[config.mk]
export PLATFORM = sky130hd
export DESIGN_NAME = oscillation_gain_tuner_unit
export DESIGN_NICKNAME = d
export VERILOG_FILES = /design/src/design/ogt_pkg.sv /design/src/design/oscillation_gain_tuner_unit.sv /design/src/design/ogt_window.sv /design/src/design/ogt_spread.sv /design/src/design/ogt_seq.sv
export SDC_FILE = /design/constraint.sdc
export NUM_CORES = 2
export LEC_CHECK = 0
export ABC_CLOCK_PERIOD_IN_PS = 7700
export BUFFER_PORTS_ARGS = -buffer_cell sky130_fd_sc_hd__buf_2
export CAP_MARGIN = 20
export CORE_MARGIN = 5
export CORE_UTILIZATION = 35
export DETAILED_ROUTE_END_ITERATION = 10
export PLACE_DENSITY = 0.48
export SYNTH_ARGS = -nofsm -noshare
export SYNTH_HDL_FRONTEND = slang
export SYNTH_SLANG_ARGS = --single-unit
[constraint.sdc]
create_clock -name clk -period 7.7 [get_ports clk]
set_input_delay 1.54 -clock clk [delete_from_list [all_inputs] [get_ports clk]]
set_output_delay 1.54 -clock clk [all_outputs]
set_load 0.02 [all_outputs]
[src/design/ogt_pkg.sv]
// Package for the oscillation gain tuner: shared types, command and register codes,
// sequencer states and the control word that the sequencer drives.
// No dependencies; every other design file refers to it by scoped names.
package ogt_pkg;

  // Fixed field widths
  localparam int SAMPLE_W    = 16;
  localparam int GAIN_W      = 32;
  localparam int STEP_W      = 16;
  localparam int LIM_W       = 15;
  localparam int CFG_ADDR_W  = 3;
  localparam int CFG_DATA_W  = 32;
  localparam int IN_TDATA_W  = 56;
  localparam int OUT_TDATA_W = 104;

  localparam logic [GAIN_W-1:0] GAIN_MAX = '1;

  // Item kinds carried on in_tuser
  typedef enum logic [1:0] {
    CMD_SAMPLE  = 2'd0,
    CMD_TICK    = 2'd1,
    CMD_CLIMB   = 2'd2,
    CMD_RESTART = 2'd3
  } ogt_cmd_t;

  // Configuration register indexes
  localparam logic [CFG_ADDR_W-1:0] REG_KP_START  = 3'd0;
  localparam logic [CFG_ADDR_W-1:0] REG_KI_VALUE  = 3'd1;
  localparam logic [CFG_ADDR_W-1:0] REG_KD_START  = 3'd2;
  localparam logic [CFG_ADDR_W-1:0] REG_KP_STEP   = 3'd3;
  localparam logic [CFG_ADDR_W-1:0] REG_KD_STEP   = 3'd4;
  localparam logic [CFG_ADDR_W-1:0] REG_CALM_MIN  = 3'd5;
  localparam logic [CFG_ADDR_W-1:0] REG_CALM_MAX  = 3'd6;
  localparam logic [CFG_ADDR_W-1:0] REG_OSC_LIMIT = 3'd7;

  // Gyro axes, in the order the spread unit walks them
  localparam logic [1:0] AXIS_X = 2'd0;
  localparam logic [1:0] AXIS_Y = 2'd1;
  localparam logic [1:0] AXIS_Z = 2'd2;

  // Threshold slots held by the spread unit
  localparam logic [1:0] LIM_CALM_MIN = 2'd0;
  localparam logic [1:0] LIM_CALM_MAX = 2'd1;
  localparam logic [1:0] LIM_OSC      = 2'd2;

  // Threshold squaring takes two multiplier passes per limit plus one drain step
  localparam int LIM_LAST = 6;

  // Sequencer states
  typedef enum logic [2:0] {
    ST_IDLE,
    ST_LIM,
    ST_SQ,
    ST_SS,
    ST_VAR,
    ST_MM,
    ST_DEC,
    ST_OUT
  } ogt_state_t;

  // Control word from the sequencer to the datapath
  typedef struct packed {
    ogt_state_t  st;
    logic        first;
    logic        odd;
    logic [1:0]  lim_sel;
    logic        lim_wr;
    logic [1:0]  lim_wr_idx;
    logic [1:0]  axis;
  } ogt_ctl_t;

  // Events seen by the sequencer
  typedef struct packed {
    logic     fire;
    ogt_cmd_t cmd;
    logic     tick_ok;
    logic     out_free;
  } ogt_evt_t;

  // Outcome of the spread test
  typedef struct packed {
    logic calm;
    logic osc;
  } ogt_verdict_t;

  // Phase flags
  typedef struct packed {
    logic settled;
    logic osc;
    logic stable1;
  } ogt_phase_t;

  // One gyro sample, three axes
  typedef struct packed {
    logic signed [SAMPLE_W-1:0] z;
    logic signed [SAMPLE_W-1:0] y;
    logic signed [SAMPLE_W-1:0] x;
  } ogt_sample_t;

endpackage

[src/design/oscillation_gain_tuner_unit.sv]
// Top level of the oscillation gain tuner: configuration registers, gain and phase
// state, input handshake and result register. Instantiates ogt_window, ogt_spread
// and ogt_seq; depends on ogt_pkg.
//
// Usage. Items arrive on the in_ stream; in_tuser says what each item is (gyro
// sample, tuning tick, climb command or restart). Samples fill a WINDOW_LEN deep
// window per axis; a tick with a refreshed window while climbing evaluates the
// spread of each axis, steps the phase flags and raises kp or kd by their steps,
// saturating at the 32-bit maximum. A restart reloads the gains from their start
// registers, clears the phase flags and reports at once.
// Flow. Samples and climb commands are taken back to back while the block is idle;
// a tick that is not acted on also leaves it idle. A restart enters the reporting
// step and loads the result register once the result slot is free. An evaluating
// tick holds in_tready low while the sequencer squares the three thresholds, then
// passes each axis through the one multiplier, then takes the decision step and
// loads the result register.
// Results wait in a single output register; while out_tready is low a finished
// result holds and the block stays busy until the result slot frees.
// Reset (rst_n low, synchronous) restores registers to their defaults, gains to
// 1000/0/0, clears the phase flags, fill count, fresh and climb state. The window
// contents are not cleared; a tick acts only after the window has refilled.
module oscillation_gain_tuner_unit #(
  parameter int WINDOW_LEN = 5
) (
  input  logic                               clk,
  input  logic                               rst_n,
  // in_tdata: sample_x[15:0], sample_y[31:16], sample_z[47:32], climbing[48], zero fill
  input  logic                               in_tvalid,
  output logic                               in_tready,
  input  logic [ogt_pkg::IN_TDATA_W-1:0]     in_tdata,
  // in_tuser: cmd[1:0]
  input  logic [1:0]                         in_tuser,
  // out_tdata: kp_gain[31:0], ki_gain[63:32], kd_gain[95:64], first_stable[96],
  // oscillating[97], settled_again[98], zero fill
  output logic                               out_tvalid,
  input  logic                               out_tready,
  output logic [ogt_pkg::OUT_TDATA_W-1:0]    out_tdata,
  input  logic                               cfg_wr_en,
  input  logic [ogt_pkg::CFG_ADDR_W-1:0]     cfg_addr,
  input  logic [ogt_pkg::CFG_DATA_W-1:0]     cfg_wdata
);

  localparam int FILL_W = $clog2(WINDOW_LEN + 1);
  localparam int GW     = ogt_pkg::GAIN_W;

  // Saturating gain increment
  function automatic logic [GW-1:0] sat_add(input logic [GW-1:0] a,
                                            input logic [ogt_pkg::STEP_W-1:0] b);
    logic [GW:0] s;
    s = {1'b0, a} + {{(GW + 1 - ogt_pkg::STEP_W){1'b0}}, b};
    return s[GW] ? ogt_pkg::GAIN_MAX : s[GW-1:0];
  endfunction

  // Configuration registers
  logic [GW-1:0]               kp_start_r;
  logic [GW-1:0]               ki_value_r;
  logic [GW-1:0]               kd_start_r;
  logic [ogt_pkg::STEP_W-1:0]  kp_step_r;
  logic [ogt_pkg::STEP_W-1:0]  kd_step_r;
  logic [ogt_pkg::LIM_W-1:0]   calm_min_r;
  logic [ogt_pkg::LIM_W-1:0]   calm_max_r;
  logic [ogt_pkg::LIM_W-1:0]   osc_limit_r;

  // Tuning state
  logic [FILL_W-1:0]           fill_r;
  logic                        fresh_r;
  logic                        fresh_nxt;
  logic                        climb_r;
  logic                        climb_nxt;
  ogt_pkg::ogt_phase_t         phase_r;
  ogt_pkg::ogt_phase_t         phase_nxt;
  ogt_pkg::ogt_phase_t         phase_dec;
  logic [GW-1:0]               gain_p_r;
  logic [GW-1:0]               gain_p_nxt;
  logic [GW-1:0]               gain_i_r;
  logic [GW-1:0]               gain_i_nxt;
  logic [GW-1:0]               gain_d_r;
  logic [GW-1:0]               gain_d_nxt;

  // Result register
  logic                        out_valid_r;
  logic [GW-1:0]               out_kp_r;
  logic [GW-1:0]               out_ki_r;
  logic [GW-1:0]               out_kd_r;
  ogt_pkg::ogt_phase_t         out_phase_r;

  // Handshake and internal links
  logic                        in_fire;
  ogt_pkg::ogt_cmd_t           cmd;
  ogt_pkg::ogt_sample_t        sample;
  logic                        climbing;
  logic                        sample_fire;
  logic                        restart_fire;
  logic                        tick_ok;
  logic                        out_free;
  logic                        out_load;
  logic                        seq_ready;
  ogt_pkg::ogt_ctl_t           ctl;
  ogt_pkg::ogt_evt_t           evt;
  ogt_pkg::ogt_verdict_t       verdict;
  logic signed [ogt_pkg::SAMPLE_W-1:0] tap;

  // Input field unpacking
  assign cmd      = ogt_pkg::ogt_cmd_t'(in_tuser);
  assign sample.x = in_tdata[15:0];
  assign sample.y = in_tdata[31:16];
  assign sample.z = in_tdata[47:32];
  assign climbing = in_tdata[48];

  assign in_tready    = seq_ready;
  assign in_fire      = in_tvalid && seq_ready;
  assign sample_fire  = in_fire && (cmd == ogt_pkg::CMD_SAMPLE);
  assign restart_fire = in_fire && (cmd == ogt_pkg::CMD_RESTART);
  assign tick_ok      = fresh_r && climb_r;
  assign out_free     = !out_valid_r || out_tready;
  assign out_load     = (ctl.st == ogt_pkg::ST_OUT) && out_free;

  always_comb begin
    evt.fire     = in_fire;
    evt.cmd      = cmd;
    evt.tick_ok  = tick_ok;
    evt.out_free = out_free;
  end

  ogt_seq #(
    .WINDOW_LEN (WINDOW_LEN)
  ) u_seq (
    .clk   (clk),
    .rst_n (rst_n),
    .evt   (evt),
    .ready (seq_ready),
    .ctl   (ctl)
  );

  ogt_window #(
    .WINDOW_LEN (WINDOW_LEN)
  ) u_window (
    .clk    (clk),
    .push   (sample_fire),
    .sample (sample),
    .ctl    (ctl),
    .tap    (tap)
  );

  ogt_spread #(
    .WINDOW_LEN (WINDOW_LEN)
  ) u_spread (
    .clk               (clk),
    .ctl               (ctl),
    .tap               (tap),
    .calm_min_limit    (calm_min_r),
    .calm_max_limit    (calm_max_r),
    .oscillation_limit (osc_limit_r),
    .verdict           (verdict)
  );

  // Configuration writes
  always_ff @(posedge clk) begin
    if (!rst_n) begin
      kp_start_r  <= GW'(1000);
      ki_value_r  <= '0;
      kd_start_r  <= '0;
      kp_step_r   <= ogt_pkg::STEP_W'(2000);
      kd_step_r   <= ogt_pkg::STEP_W'(20);
      calm_min_r  <= ogt_pkg::LIM_W'(80);
      calm_max_r  <= ogt_pkg::LIM_W'(160);
      osc_limit_r <= ogt_pkg::LIM_W'(1040);
    end else if (cfg_wr_en) begin
      case (cfg_addr)
        ogt_pkg::REG_KP_START:  kp_start_r  <= cfg_wdata;
        ogt_pkg::REG_KI_VALUE:  ki_value_r  <= cfg_wdata;
        ogt_pkg::REG_KD_START:  kd_start_r  <= cfg_wdata;
        ogt_pkg::REG_KP_STEP:   kp_step_r   <= cfg_wdata[ogt_pkg::STEP_W-1:0];
        ogt_pkg::REG_KD_STEP:   kd_step_r   <= cfg_wdata[ogt_pkg::STEP_W-1:0];
        ogt_pkg::REG_CALM_MIN:  calm_min_r  <= cfg_wdata[ogt_pkg::LIM_W-1:0];
        ogt_pkg::REG_CALM_MAX:  calm_max_r  <= cfg_wdata[ogt_pkg::LIM_W-1:0];
        ogt_pkg::REG_OSC_LIMIT: osc_limit_r <= cfg_wdata[ogt_pkg::LIM_W-1:0];
        default: ;
      endcase
    end
  end

  // Phase step for an evaluating tick
  always_comb begin
    phase_dec = phase_r;
    if (!phase_r.stable1 && verdict.calm) begin
      phase_dec.stable1 = 1'b1;
    end else if (phase_r.stable1 && verdict.osc) begin
      phase_dec.osc = 1'b1;
    end else if (phase_r.stable1 && phase_r.osc && verdict.calm) begin
      phase_dec.settled = 1'b1;
    end
  end

  // Next values of the window bookkeeping, climb flag, phase and gains
  always_comb begin
    fresh_nxt  = fresh_r;
    climb_nxt  = climb_r;
    phase_nxt  = phase_r;
    gain_p_nxt = gain_p_r;
    gain_i_nxt = gain_i_r;
    gain_d_nxt = gain_d_r;
    if (in_fire) begin
      case (cmd)
        ogt_pkg::CMD_SAMPLE: begin
          if (fill_r == FILL_W'(WINDOW_LEN)) fresh_nxt = 1'b1;
        end
        ogt_pkg::CMD_TICK: begin
          if (tick_ok) fresh_nxt = 1'b0;
        end
        ogt_pkg::CMD_CLIMB: climb_nxt = climbing;
        ogt_pkg::CMD_RESTART: begin
          gain_p_nxt = kp_start_r;
          gain_i_nxt = ki_value_r;
          gain_d_nxt = kd_start_r;
          phase_nxt  = '0;
        end
        default: ;
      endcase
    end else if (ctl.st == ogt_pkg::ST_DEC) begin
      phase_nxt = phase_dec;
      if (!phase_dec.stable1 || !phase_dec.osc) begin
        gain_p_nxt = sat_add(gain_p_r, kp_step_r);
      end else if (!phase_dec.settled) begin
        gain_d_nxt = sat_add(gain_d_r, kd_step_r);
      end
    end
  end

  // Tuning state registers
  always_ff @(posedge clk) begin
    if (!rst_n) begin
      fill_r   <= '0;
      fresh_r  <= 1'b0;
      climb_r  <= 1'b0;
      phase_r  <= '0;
      gain_p_r <= GW'(1000);
      gain_i_r <= '0;
      gain_d_r <= '0;
    end else begin
      if (sample_fire && (fill_r != FILL_W'(WINDOW_LEN))) fill_r <= fill_r + 1'b1;
      fresh_r  <= fresh_nxt;
      climb_r  <= climb_nxt;
      phase_r  <= phase_nxt;
      gain_p_r <= gain_p_nxt;
      gain_i_r <= gain_i_nxt;
      gain_d_r <= gain_d_nxt;
    end
  end

  // Result valid flag
  always_ff @(posedge clk) begin
    if (!rst_n) begin
      out_valid_r <= 1'b0;
    end else if (out_load) begin
      out_valid_r <= 1'b1;
    end else if (out_tready) begin
      out_valid_r <= 1'b0;
    end
  end

  // Result payload
  always_ff @(posedge clk) begin
    if (out_load) begin
      out_kp_r    <= gain_p_r;
      out_ki_r    <= gain_i_r;
      out_kd_r    <= gain_d_r;
      out_phase_r <= phase_r;
    end
  end

  assign out_tvalid = out_valid_r;
  assign out_tdata  = {5'b0, out_phase_r.settled, out_phase_r.osc, out_phase_r.stable1,
                       out_kd_r, out_ki_r, out_kp_r};

endmodule

[src/design/ogt_window.sv]
// Three-axis sliding window of gyro samples, built as shift lines.
// During evaluation the selected axis rotates once round so that its oldest tap
// presents every sample in turn. Depends on ogt_pkg.
module ogt_window #(
  parameter int WINDOW_LEN = 5
) (
  input  logic                                clk,
  input  logic                                push,
  input  ogt_pkg::ogt_sample_t                sample,
  input  ogt_pkg::ogt_ctl_t                   ctl,
  output logic signed [ogt_pkg::SAMPLE_W-1:0] tap
);

  logic signed [ogt_pkg::SAMPLE_W-1:0] win_x_r [WINDOW_LEN];
  logic signed [ogt_pkg::SAMPLE_W-1:0] win_y_r [WINDOW_LEN];
  logic signed [ogt_pkg::SAMPLE_W-1:0] win_z_r [WINDOW_LEN];

  logic rot_x;
  logic rot_y;
  logic rot_z;

  // Rotation applies only to the axis under evaluation
  always_comb begin
    rot_x = (ctl.st == ogt_pkg::ST_SQ) && (ctl.axis == ogt_pkg::AXIS_X);
    rot_y = (ctl.st == ogt_pkg::ST_SQ) && (ctl.axis == ogt_pkg::AXIS_Y);
    rot_z = (ctl.st == ogt_pkg::ST_SQ) && (ctl.axis == ogt_pkg::AXIS_Z);
  end

  // Shift a new sample in at the young end, or rotate the oldest back round
  always_ff @(posedge clk) begin
    if (push) begin
      for (int i = 0; i < WINDOW_LEN - 1; i++) begin
        win_x_r[i] <= win_x_r[i+1];
        win_y_r[i] <= win_y_r[i+1];
        win_z_r[i] <= win_z_r[i+1];
      end
      win_x_r[WINDOW_LEN-1] <= sample.x;
      win_y_r[WINDOW_LEN-1] <= sample.y;
      win_z_r[WINDOW_LEN-1] <= sample.z;
    end else begin
      if (rot_x) begin
        for (int i = 0; i < WINDOW_LEN - 1; i++) begin
          win_x_r[i] <= win_x_r[i+1];
        end
        win_x_r[WINDOW_LEN-1] <= win_x_r[0];
      end
      if (rot_y) begin
        for (int i = 0; i < WINDOW_LEN - 1; i++) begin
          win_y_r[i] <= win_y_r[i+1];
        end
        win_y_r[WINDOW_LEN-1] <= win_y_r[0];
      end
      if (rot_z) begin
        for (int i = 0; i < WINDOW_LEN - 1; i++) begin
          win_z_r[i] <= win_z_r[i+1];
        end
        win_z_r[WINDOW_LEN-1] <= win_z_r[0];
      end
    end
  end

  // Oldest tap of the selected axis
  always_comb begin
    case (ctl.axis)
      ogt_pkg::AXIS_X: tap = win_x_r[0];
      ogt_pkg::AXIS_Y: tap = win_y_r[0];
      ogt_pkg::AXIS_Z: tap = win_z_r[0];
      default:         tap = win_x_r[0];
    endcase
  end

endmodule

[src/design/ogt_spread.sv]
// Spread unit: one shared signed multiplier with accumulators that forms
// V = N*sum(x^2) - (sum x)^2 per axis, keeps the smallest and largest V and the
// squared thresholds (N*L)^2, and compares them. Depends on ogt_pkg.
module ogt_spread #(
  parameter int WINDOW_LEN = 5
) (
  input  logic                                clk,
  input  ogt_pkg::ogt_ctl_t                   ctl,
  input  logic signed [ogt_pkg::SAMPLE_W-1:0] tap,
  input  logic [ogt_pkg::LIM_W-1:0]           calm_min_limit,
  input  logic [ogt_pkg::LIM_W-1:0]           calm_max_limit,
  input  logic [ogt_pkg::LIM_W-1:0]           oscillation_limit,
  output ogt_pkg::ogt_verdict_t               verdict
);

  localparam int CLOG_N = $clog2(WINDOW_LEN);
  localparam int SUM_W  = ogt_pkg::SAMPLE_W + CLOG_N;
  localparam int PROD_W = 2 * SUM_W;
  localparam int Q_W    = 2 * ogt_pkg::SAMPLE_W - 1 + CLOG_N;

  logic signed [SUM_W-1:0]  mul_a;
  logic signed [SUM_W-1:0]  mul_b;
  logic signed [PROD_W-1:0] mul_p;
  logic signed [SUM_W-1:0]  tap_ext;
  logic signed [SUM_W-1:0]  lim_ext;

  logic signed [PROD_W-1:0] prod_r;
  logic signed [SUM_W-1:0]  sum_r;
  logic [Q_W-1:0]           q_r;
  logic [PROD_W-1:0]        v_r;
  logic [PROD_W-1:0]        vmin_r;
  logic [PROD_W-1:0]        vmax_r;
  logic [PROD_W-1:0]        limsq_r [3];

  assign tap_ext = {{(SUM_W - ogt_pkg::SAMPLE_W){tap[ogt_pkg::SAMPLE_W-1]}}, tap};

  // Threshold chosen for the current squaring pass
  always_comb begin
    case (ctl.lim_sel)
      ogt_pkg::LIM_CALM_MIN:
        lim_ext = {{(SUM_W - ogt_pkg::LIM_W){1'b0}}, calm_min_limit};
      ogt_pkg::LIM_CALM_MAX:
        lim_ext = {{(SUM_W - ogt_pkg::LIM_W){1'b0}}, calm_max_limit};
      ogt_pkg::LIM_OSC:
        lim_ext = {{(SUM_W - ogt_pkg::LIM_W){1'b0}}, oscillation_limit};
      default:
        lim_ext = '0;
    endcase
  end

  // Operand selection for the shared multiplier
  always_comb begin
    case (ctl.st)
      ogt_pkg::ST_LIM: begin
        if (ctl.odd) begin
          mul_a = prod_r[SUM_W-1:0];
          mul_b = prod_r[SUM_W-1:0];
        end else begin
          mul_a = lim_ext;
          mul_b = SUM_W'(WINDOW_LEN);
        end
      end
      ogt_pkg::ST_SQ: begin
        mul_a = tap_ext;
        mul_b = tap_ext;
      end
      ogt_pkg::ST_SS: begin
        mul_a = sum_r;
        mul_b = sum_r;
      end
      default: begin
        mul_a = '0;
        mul_b = '0;
      end
    endcase
  end

  assign mul_p = mul_a * mul_b;

  // Product register and accumulators; the square of a sample passes through the
  // product register before it is added
  always_ff @(posedge clk) begin
    prod_r <= mul_p;
    case (ctl.st)
      ogt_pkg::ST_LIM: begin
        if (ctl.lim_wr) begin
          limsq_r[ctl.lim_wr_idx] <= $unsigned(prod_r);
        end
      end
      ogt_pkg::ST_SQ: begin
        sum_r <= (ctl.first ? '0 : sum_r) + tap_ext;
        q_r   <= ctl.first ? '0 : (q_r + prod_r[Q_W-1:0]);
      end
      ogt_pkg::ST_SS: begin
        q_r <= q_r + prod_r[Q_W-1:0];
      end
      ogt_pkg::ST_VAR: begin
        v_r <= PROD_W'(q_r) * PROD_W'(WINDOW_LEN) - $unsigned(prod_r);
      end
      ogt_pkg::ST_MM: begin
        if (ctl.axis == ogt_pkg::AXIS_X) begin
          vmin_r <= v_r;
          vmax_r <= v_r;
        end else begin
          if (v_r < vmin_r) vmin_r <= v_r;
          if (v_r > vmax_r) vmax_r <= v_r;
        end
      end
      default: ;
    endcase
  end

  // Threshold tests on the squared spreads
  always_comb begin
    verdict.calm = (vmin_r < limsq_r[ogt_pkg::LIM_CALM_MIN]) &&
                   (vmax_r < limsq_r[ogt_pkg::LIM_CALM_MAX]);
    verdict.osc  = vmax_r > limsq_r[ogt_pkg::LIM_OSC];
  end

endmodule

[src/design/ogt_seq.sv]
// Sequencer for the oscillation gain tuner: walks threshold squaring, the per-axis
// sample passes and the decision step, and drives the datapath control word.
// Depends on ogt_pkg.
module ogt_seq #(
  parameter int WINDOW_LEN = 5
) (
  input  logic              clk,
  input  logic              rst_n,
  input  ogt_pkg::ogt_evt_t evt,
  output logic              ready,
  output ogt_pkg::ogt_ctl_t ctl
);

  localparam int CLOG_N = $clog2(WINDOW_LEN);
  localparam int CNT_W  = (CLOG_N > 3) ? CLOG_N : 3;

  ogt_pkg::ogt_state_t state_r;
  ogt_pkg::ogt_state_t state_nxt;
  logic [CNT_W-1:0]    cnt_r;
  logic [CNT_W-1:0]    cnt_nxt;
  logic [1:0]          axis_r;
  logic [1:0]          axis_nxt;

  // State, step counter and axis registers
  always_ff @(posedge clk) begin
    if (!rst_n) begin
      state_r <= ogt_pkg::ST_IDLE;
      cnt_r   <= '0;
      axis_r  <= ogt_pkg::AXIS_X;
    end else begin
      state_r <= state_nxt;
      cnt_r   <= cnt_nxt;
      axis_r  <= axis_nxt;
    end
  end

  // Next state and control outputs
  always_comb begin
    state_nxt = state_r;
    cnt_nxt   = cnt_r;
    axis_nxt  = axis_r;
    case (state_r)
      ogt_pkg::ST_IDLE: begin
        if (evt.fire) begin
          case (evt.cmd)
            ogt_pkg::CMD_TICK: begin
              if (evt.tick_ok) begin
                state_nxt = ogt_pkg::ST_LIM;
                cnt_nxt   = '0;
                axis_nxt  = ogt_pkg::AXIS_X;
              end
            end
            ogt_pkg::CMD_RESTART: state_nxt = ogt_pkg::ST_OUT;
            default: ;
          endcase
        end
      end
      ogt_pkg::ST_LIM: begin
        if (cnt_r == CNT_W'(ogt_pkg::LIM_LAST)) begin
          state_nxt = ogt_pkg::ST_SQ;
          cnt_nxt   = '0;
        end else begin
          cnt_nxt = cnt_r + 1'b1;
        end
      end
      ogt_pkg::ST_SQ: begin
        if (cnt_r == CNT_W'(WINDOW_LEN - 1)) begin
          state_nxt = ogt_pkg::ST_SS;
        end else begin
          cnt_nxt = cnt_r + 1'b1;
        end
      end
      ogt_pkg::ST_SS:  state_nxt = ogt_pkg::ST_VAR;
      ogt_pkg::ST_VAR: state_nxt = ogt_pkg::ST_MM;
      ogt_pkg::ST_MM: begin
        if (axis_r == ogt_pkg::AXIS_Z) begin
          state_nxt = ogt_pkg::ST_DEC;
        end else begin
          state_nxt = ogt_pkg::ST_SQ;
          cnt_nxt   = '0;
          axis_nxt  = axis_r + 1'b1;
        end
      end
      ogt_pkg::ST_DEC: state_nxt = ogt_pkg::ST_OUT;
      ogt_pkg::ST_OUT: begin
        if (evt.out_free) state_nxt = ogt_pkg::ST_IDLE;
      end
      default: state_nxt = ogt_pkg::ST_IDLE;
    endcase

    ready          = (state_r == ogt_pkg::ST_IDLE);
    ctl.st         = state_r;
    ctl.first      = (cnt_r == '0);
    ctl.odd        = cnt_r[0];
    ctl.lim_sel    = cnt_r[2:1];
    ctl.lim_wr     = (state_r == ogt_pkg::ST_LIM) && (cnt_r != '0) && !cnt_r[0];
    ctl.lim_wr_idx = cnt_r[2:1] - 2'd1;
    ctl.axis       = axis_r;
  end

endmodule

==> key figures <==
STA
  – Post-route clock skew: 0.0873 ns
  – Setup repair after global routing missed its margin: true
  – Slew headroom: 24.5%
  – Maximum achievable frequency: 128 MHz
  – Setup slack after layout: -0.128 ns
  – Final hold viol count: 0
  – Final count of pins violating max slew: 0
  – Final setup TNS: -0.480 ns
  – Setup violation total in the final timing report: 8
  – Ratio of final minimum period to clock period: 102%
  – Actual slew at the worst max-slew pin: 1.13 ns
  – Tmin final: 7.83 ns

Synth
  – Count of flip-flops with a built-in enable after synthesis: 620
  – Fraction of synthesis flops using an asynchronous set or reset pin: 0%
  – Synth Area per Inst: 10.4 sq um
  – Post-synthesis sequential area ratio: 43.4%
  – Library cells used by synthesis: 85
  – FF+latch count, synth: 944
  – Share of the synthesized area in the top cell type: 32.2%
  – Most common flop cell mapped by yosys: sky130_fd_sc_hd__edfxtp_1
  – Biggest area contributors in the synthesized netlist: sky130_fd_sc_hd__edfxtp_1 (32%), sky130_fd_sc_hd__fa_1 (14%), sky130_fd_sc_hd__dfxtp_1 (11%)
  – Yosys Warn Count: 0
  – Post-synthesis instance area: 0.0578 sq mm
  – Gate count after technology mapping: 5583
  – Cell type contributing the most total cell area after synthesis: sky130_fd_sc_hd__edfxtp_1

Hold path
  – Path type of the worst min-delay path: reg -> reg
  – Number of cells on the worst hold path: 0

Setup path
  – Startpoint Class: flop
  – Top cell by count, worst path: sky130_fd_sc_hd__fa_1
  – Reg2Reg Depth: 37
  – Slowest library cell on the worst path: sky130_fd_sc_hd__fa_1
  – Cell type group with the largest total delay on the critical path: adder cells
  – Worst path buffer plus inverter count: 11
  – Critical path fanouts, max: 8
  – Path length in cells of the critical path: 37
  – Data arrival time of the worst path: 8.47 ns
  – Worst setup path category: reg -> reg
  – Crit path required time: 8.35 ns
  – CP endpoint kind: flop
  – Peak per-stage delay on the critical path: 0.56 ns

Outcome
  – Run status: complete, but fails checks
  – Violated checks: negative setup slack

Global route
  – First-pass GRT wire length: 250000 microns
  – Number of global-route vias before repair: 41600
  – Pin count of the biggest net entering global routing: 87
  – Combined global-route utilization of all metal layers: 18.8%
  – Initial antenna violation count: 6
  – Residual overflow from global routing: 0

Finish
  – Multi-input gate area: 0.0297 sq mm
  – Number of nets in the finished design: 7151
  – Sequential cell area: 0.0251 sq mm
  – Fillcell total: 15900
  – Post-Layout Inst Area: 0.0695 sq mm
  – Area Growth Syn to Fin: 20.2%
  – Utilization after layout: 42.2%
  – Ratio of cells with drive above 1 in the final layout: 17.8%

Power and ir drop
  – Pwr Density: 319 mW/mm^2
  – Reported leakage power: 29.9 nW
  – Highest ir drop seen on vdd: 0.215 mV
  – Post-layout total power: 22.2 mW

Floorplanning
  – I/O pin total: 204
  – Standard-cell rows: 149
  – Area of the core region: 0.165 sq mm
  – Starting Density: 35.1%
  – Die extent in y: 416 microns
  – Die extent in x: 416 microns
  – Total Die Area: 0.173 sq mm

Clocking
  – Hold buffer count at CTS: 0
  – Root cell of the clock tree: sky130_fd_sc_hd__clkbuf_16
  – Deepest clock path buffer count: 3
  – Latest clock arrival within the worst-skew pair: 0.77 ns
  – CTS tree: yes
  – Clock transition at the register clock pins on the worst setup and hold paths after CTS: 0.06 ns
  – Htree depth: 3
  – Number of buffers created by CTS: 107
  – Clk sink count: 944

Place
  – Number of buffers added on ports: 191
  – Half-perimeter wire length after placement: 125000 microns
  – Worst slack at placement: -1.00 ns
  – Area after detailed placement: 0.0643 sq mm
  – Routability congestion estimate: 0.906

Drt
  – DRT Pass-1 Iters: 5
  – First DRT Iteration DRCs: 2624
  – Count of unresolved DRC violations after routing: 0
  – Total detailed-routing wirelength: 165000 microns
  – ANT nets after route: 0
  – Number of vias after detailed routing: 41100
  – Post-detailed-route wirelength per cell: 19.5 microns
  – Via count normalized by instance count: 4.86

Flow run
  – Number of max-capacitance violations reported: 0
## flip-flops by register name, indices dropped and copies added, names as in the netlist, 15 cells and up
name and flops:
u_spread.limsq_r 114, u_window.win_x_r 80, u_window.win_y_r 80, u_window.win_z_r 80, u_spread.prod_r 38, u_spread.v_r 38, u_spread.vmax_r 38, u_spread.vmin_r 38
u_spread.q_r 34, gain_d_r 32, gain_i_r 32, gain_p_r 32, kd_start_r 32, ki_value_r 32, kp_start_r 32, out_kd_r 32
out_ki_r 32, out_kp_r 32, u_spread.sum_r 19, kd_step_r 16, kp_step_r 16, calm_max_r 15, calm_min_r 15, osc_limit_r 15
## kinds of logic (layout without fill, tap and decap cells)
| kind of cell | count (synthesis) | count (layout) | share of synthesized area (%) |
|---|---|---|---|
| fa+ha+maj | 874 | 874 | 24.2 |
| simple gates | 1537 | 1537 | 11.4 |
| other cells | 1 | 8 | 0.00649 |
| mux | 68 | 68 | 1.28 |
| compound gates | 949 | 949 | 10.3 |
| flops | 944 | 944 | 43.4 |
| xor+xnor | 154 | 154 | 2.33 |
| buf+inv | 1056 | 1735 | 6.98 |
## metrics by stage
| step | std cells | hold slack [ns] |
|---|---|---|
| floorplan | 5587 | 0.400 |
| global placement | 8208 | 0.400 |
| detailed placement | 8212 | 0.405 |
| CTS | 8426 | 0.392 |
| global route | 8456 | 0.408 |
| finish | 8458 | 0.395 |
## layout by cell type (no fill, tap or decap), drive strengths merged, types with 10 or more instances in the layout
master / instances
clkinv: 48
a22oi: 30
nor4: 14
bufinv: 10
o22ai: 25
or2: 13
nand2b: 49
dfxtp: 324
o21bai: 21
o211ai: 19
o21a: 27
nor3: 49
nor2b: 48
buf: 677
and2: 36
a31oi: 27
or3: 16
nand4: 51
and3: 14
a211oi: 22
a211o: 13
a21o: 106
mux2: 48
inv: 856
clkbuf: 139
o221ai: 19
fa: 405
o21ai: 115
mux2i: 20
edfxtp: 620
ha: 469
nor2: 373
xnor2: 101
nand3: 85
xor2: 53
a21oi: 427
nand2: 777
## layer usage
metal | track usage [%] | routed length (microns) | up-vias
met4 | 6.24 | 5580 | 0
met1 | 26.2 | 76200 | 20200
met5 | 0 | 0 | -
met2 | 29.8 | 75500 | 832
met3 | 2.99 | 7850 | 255
li1 | - | - | 19900
## layout make-up
cell class	count	area share, %
Antenna cell	3	0.0108
Tap cell	2189	3.94
Clock inverter	59	0.969
Multi-Input combinational cell	3587	42.8
Sequential cell	944	36.2
Clock buffer	137	4.22
Timing Repair Buffer	679	7.22
Inverter	860	4.69
## where the power goes
part	internal (mW)	switching [mW]
clock	3.04	2.21
combinational	4.36	5.97
sequential	6.24	0.347
total	13.6	8.52
## synth_stat cells, types with 49 or more instances
library cell / n
sky130_fd_sc_hd__a21o_1: 106
sky130_fd_sc_hd__a21oi_1: 427
sky130_fd_sc_hd__clkbuf_1: 153
sky130_fd_sc_hd__dfxtp_1: 324
sky130_fd_sc_hd__edfxtp_1: 620
sky130_fd_sc_hd__fa_1: 405
sky130_fd_sc_hd__ha_1: 469
sky130_fd_sc_hd__inv_1: 852
sky130_fd_sc_hd__nand2_1: 777
sky130_fd_sc_hd__nand2b_1: 49
sky130_fd_sc_hd__nand3_1: 85
sky130_fd_sc_hd__nand4_1: 51
sky130_fd_sc_hd__nor2_1: 373
sky130_fd_sc_hd__o21ai_0: 107
sky130_fd_sc_hd__xnor2_1: 101
sky130_fd_sc_hd__xor2_1: 53
## what timing repair did
action / CTS / global route
cloned: 1 / 2
pin swaps: 55 / 58
setup buffers: 20 / 26
resized for setup: 181 / 84
setup endpoints to repair: 18 / 16
hold endpoints to repair: 0 / 0
## final timing paths
path | start | to | slack [ns]
hold reg to reg | u_window.win_z_r[0][16] | u_window.win_z_r[0][0] | 0.39
hold / removal | u_window.win_z_r[0][16] | u_window.win_z_r[0][0] | 0.39
setup reg to reg | u_seq.axis_r[0] | u_spread.prod_r[34] | -0.13
setup / recovery | u_seq.axis_r[0] | u_spread.prod_r[34] | -0.13
(Power assumes the default switching activity.)
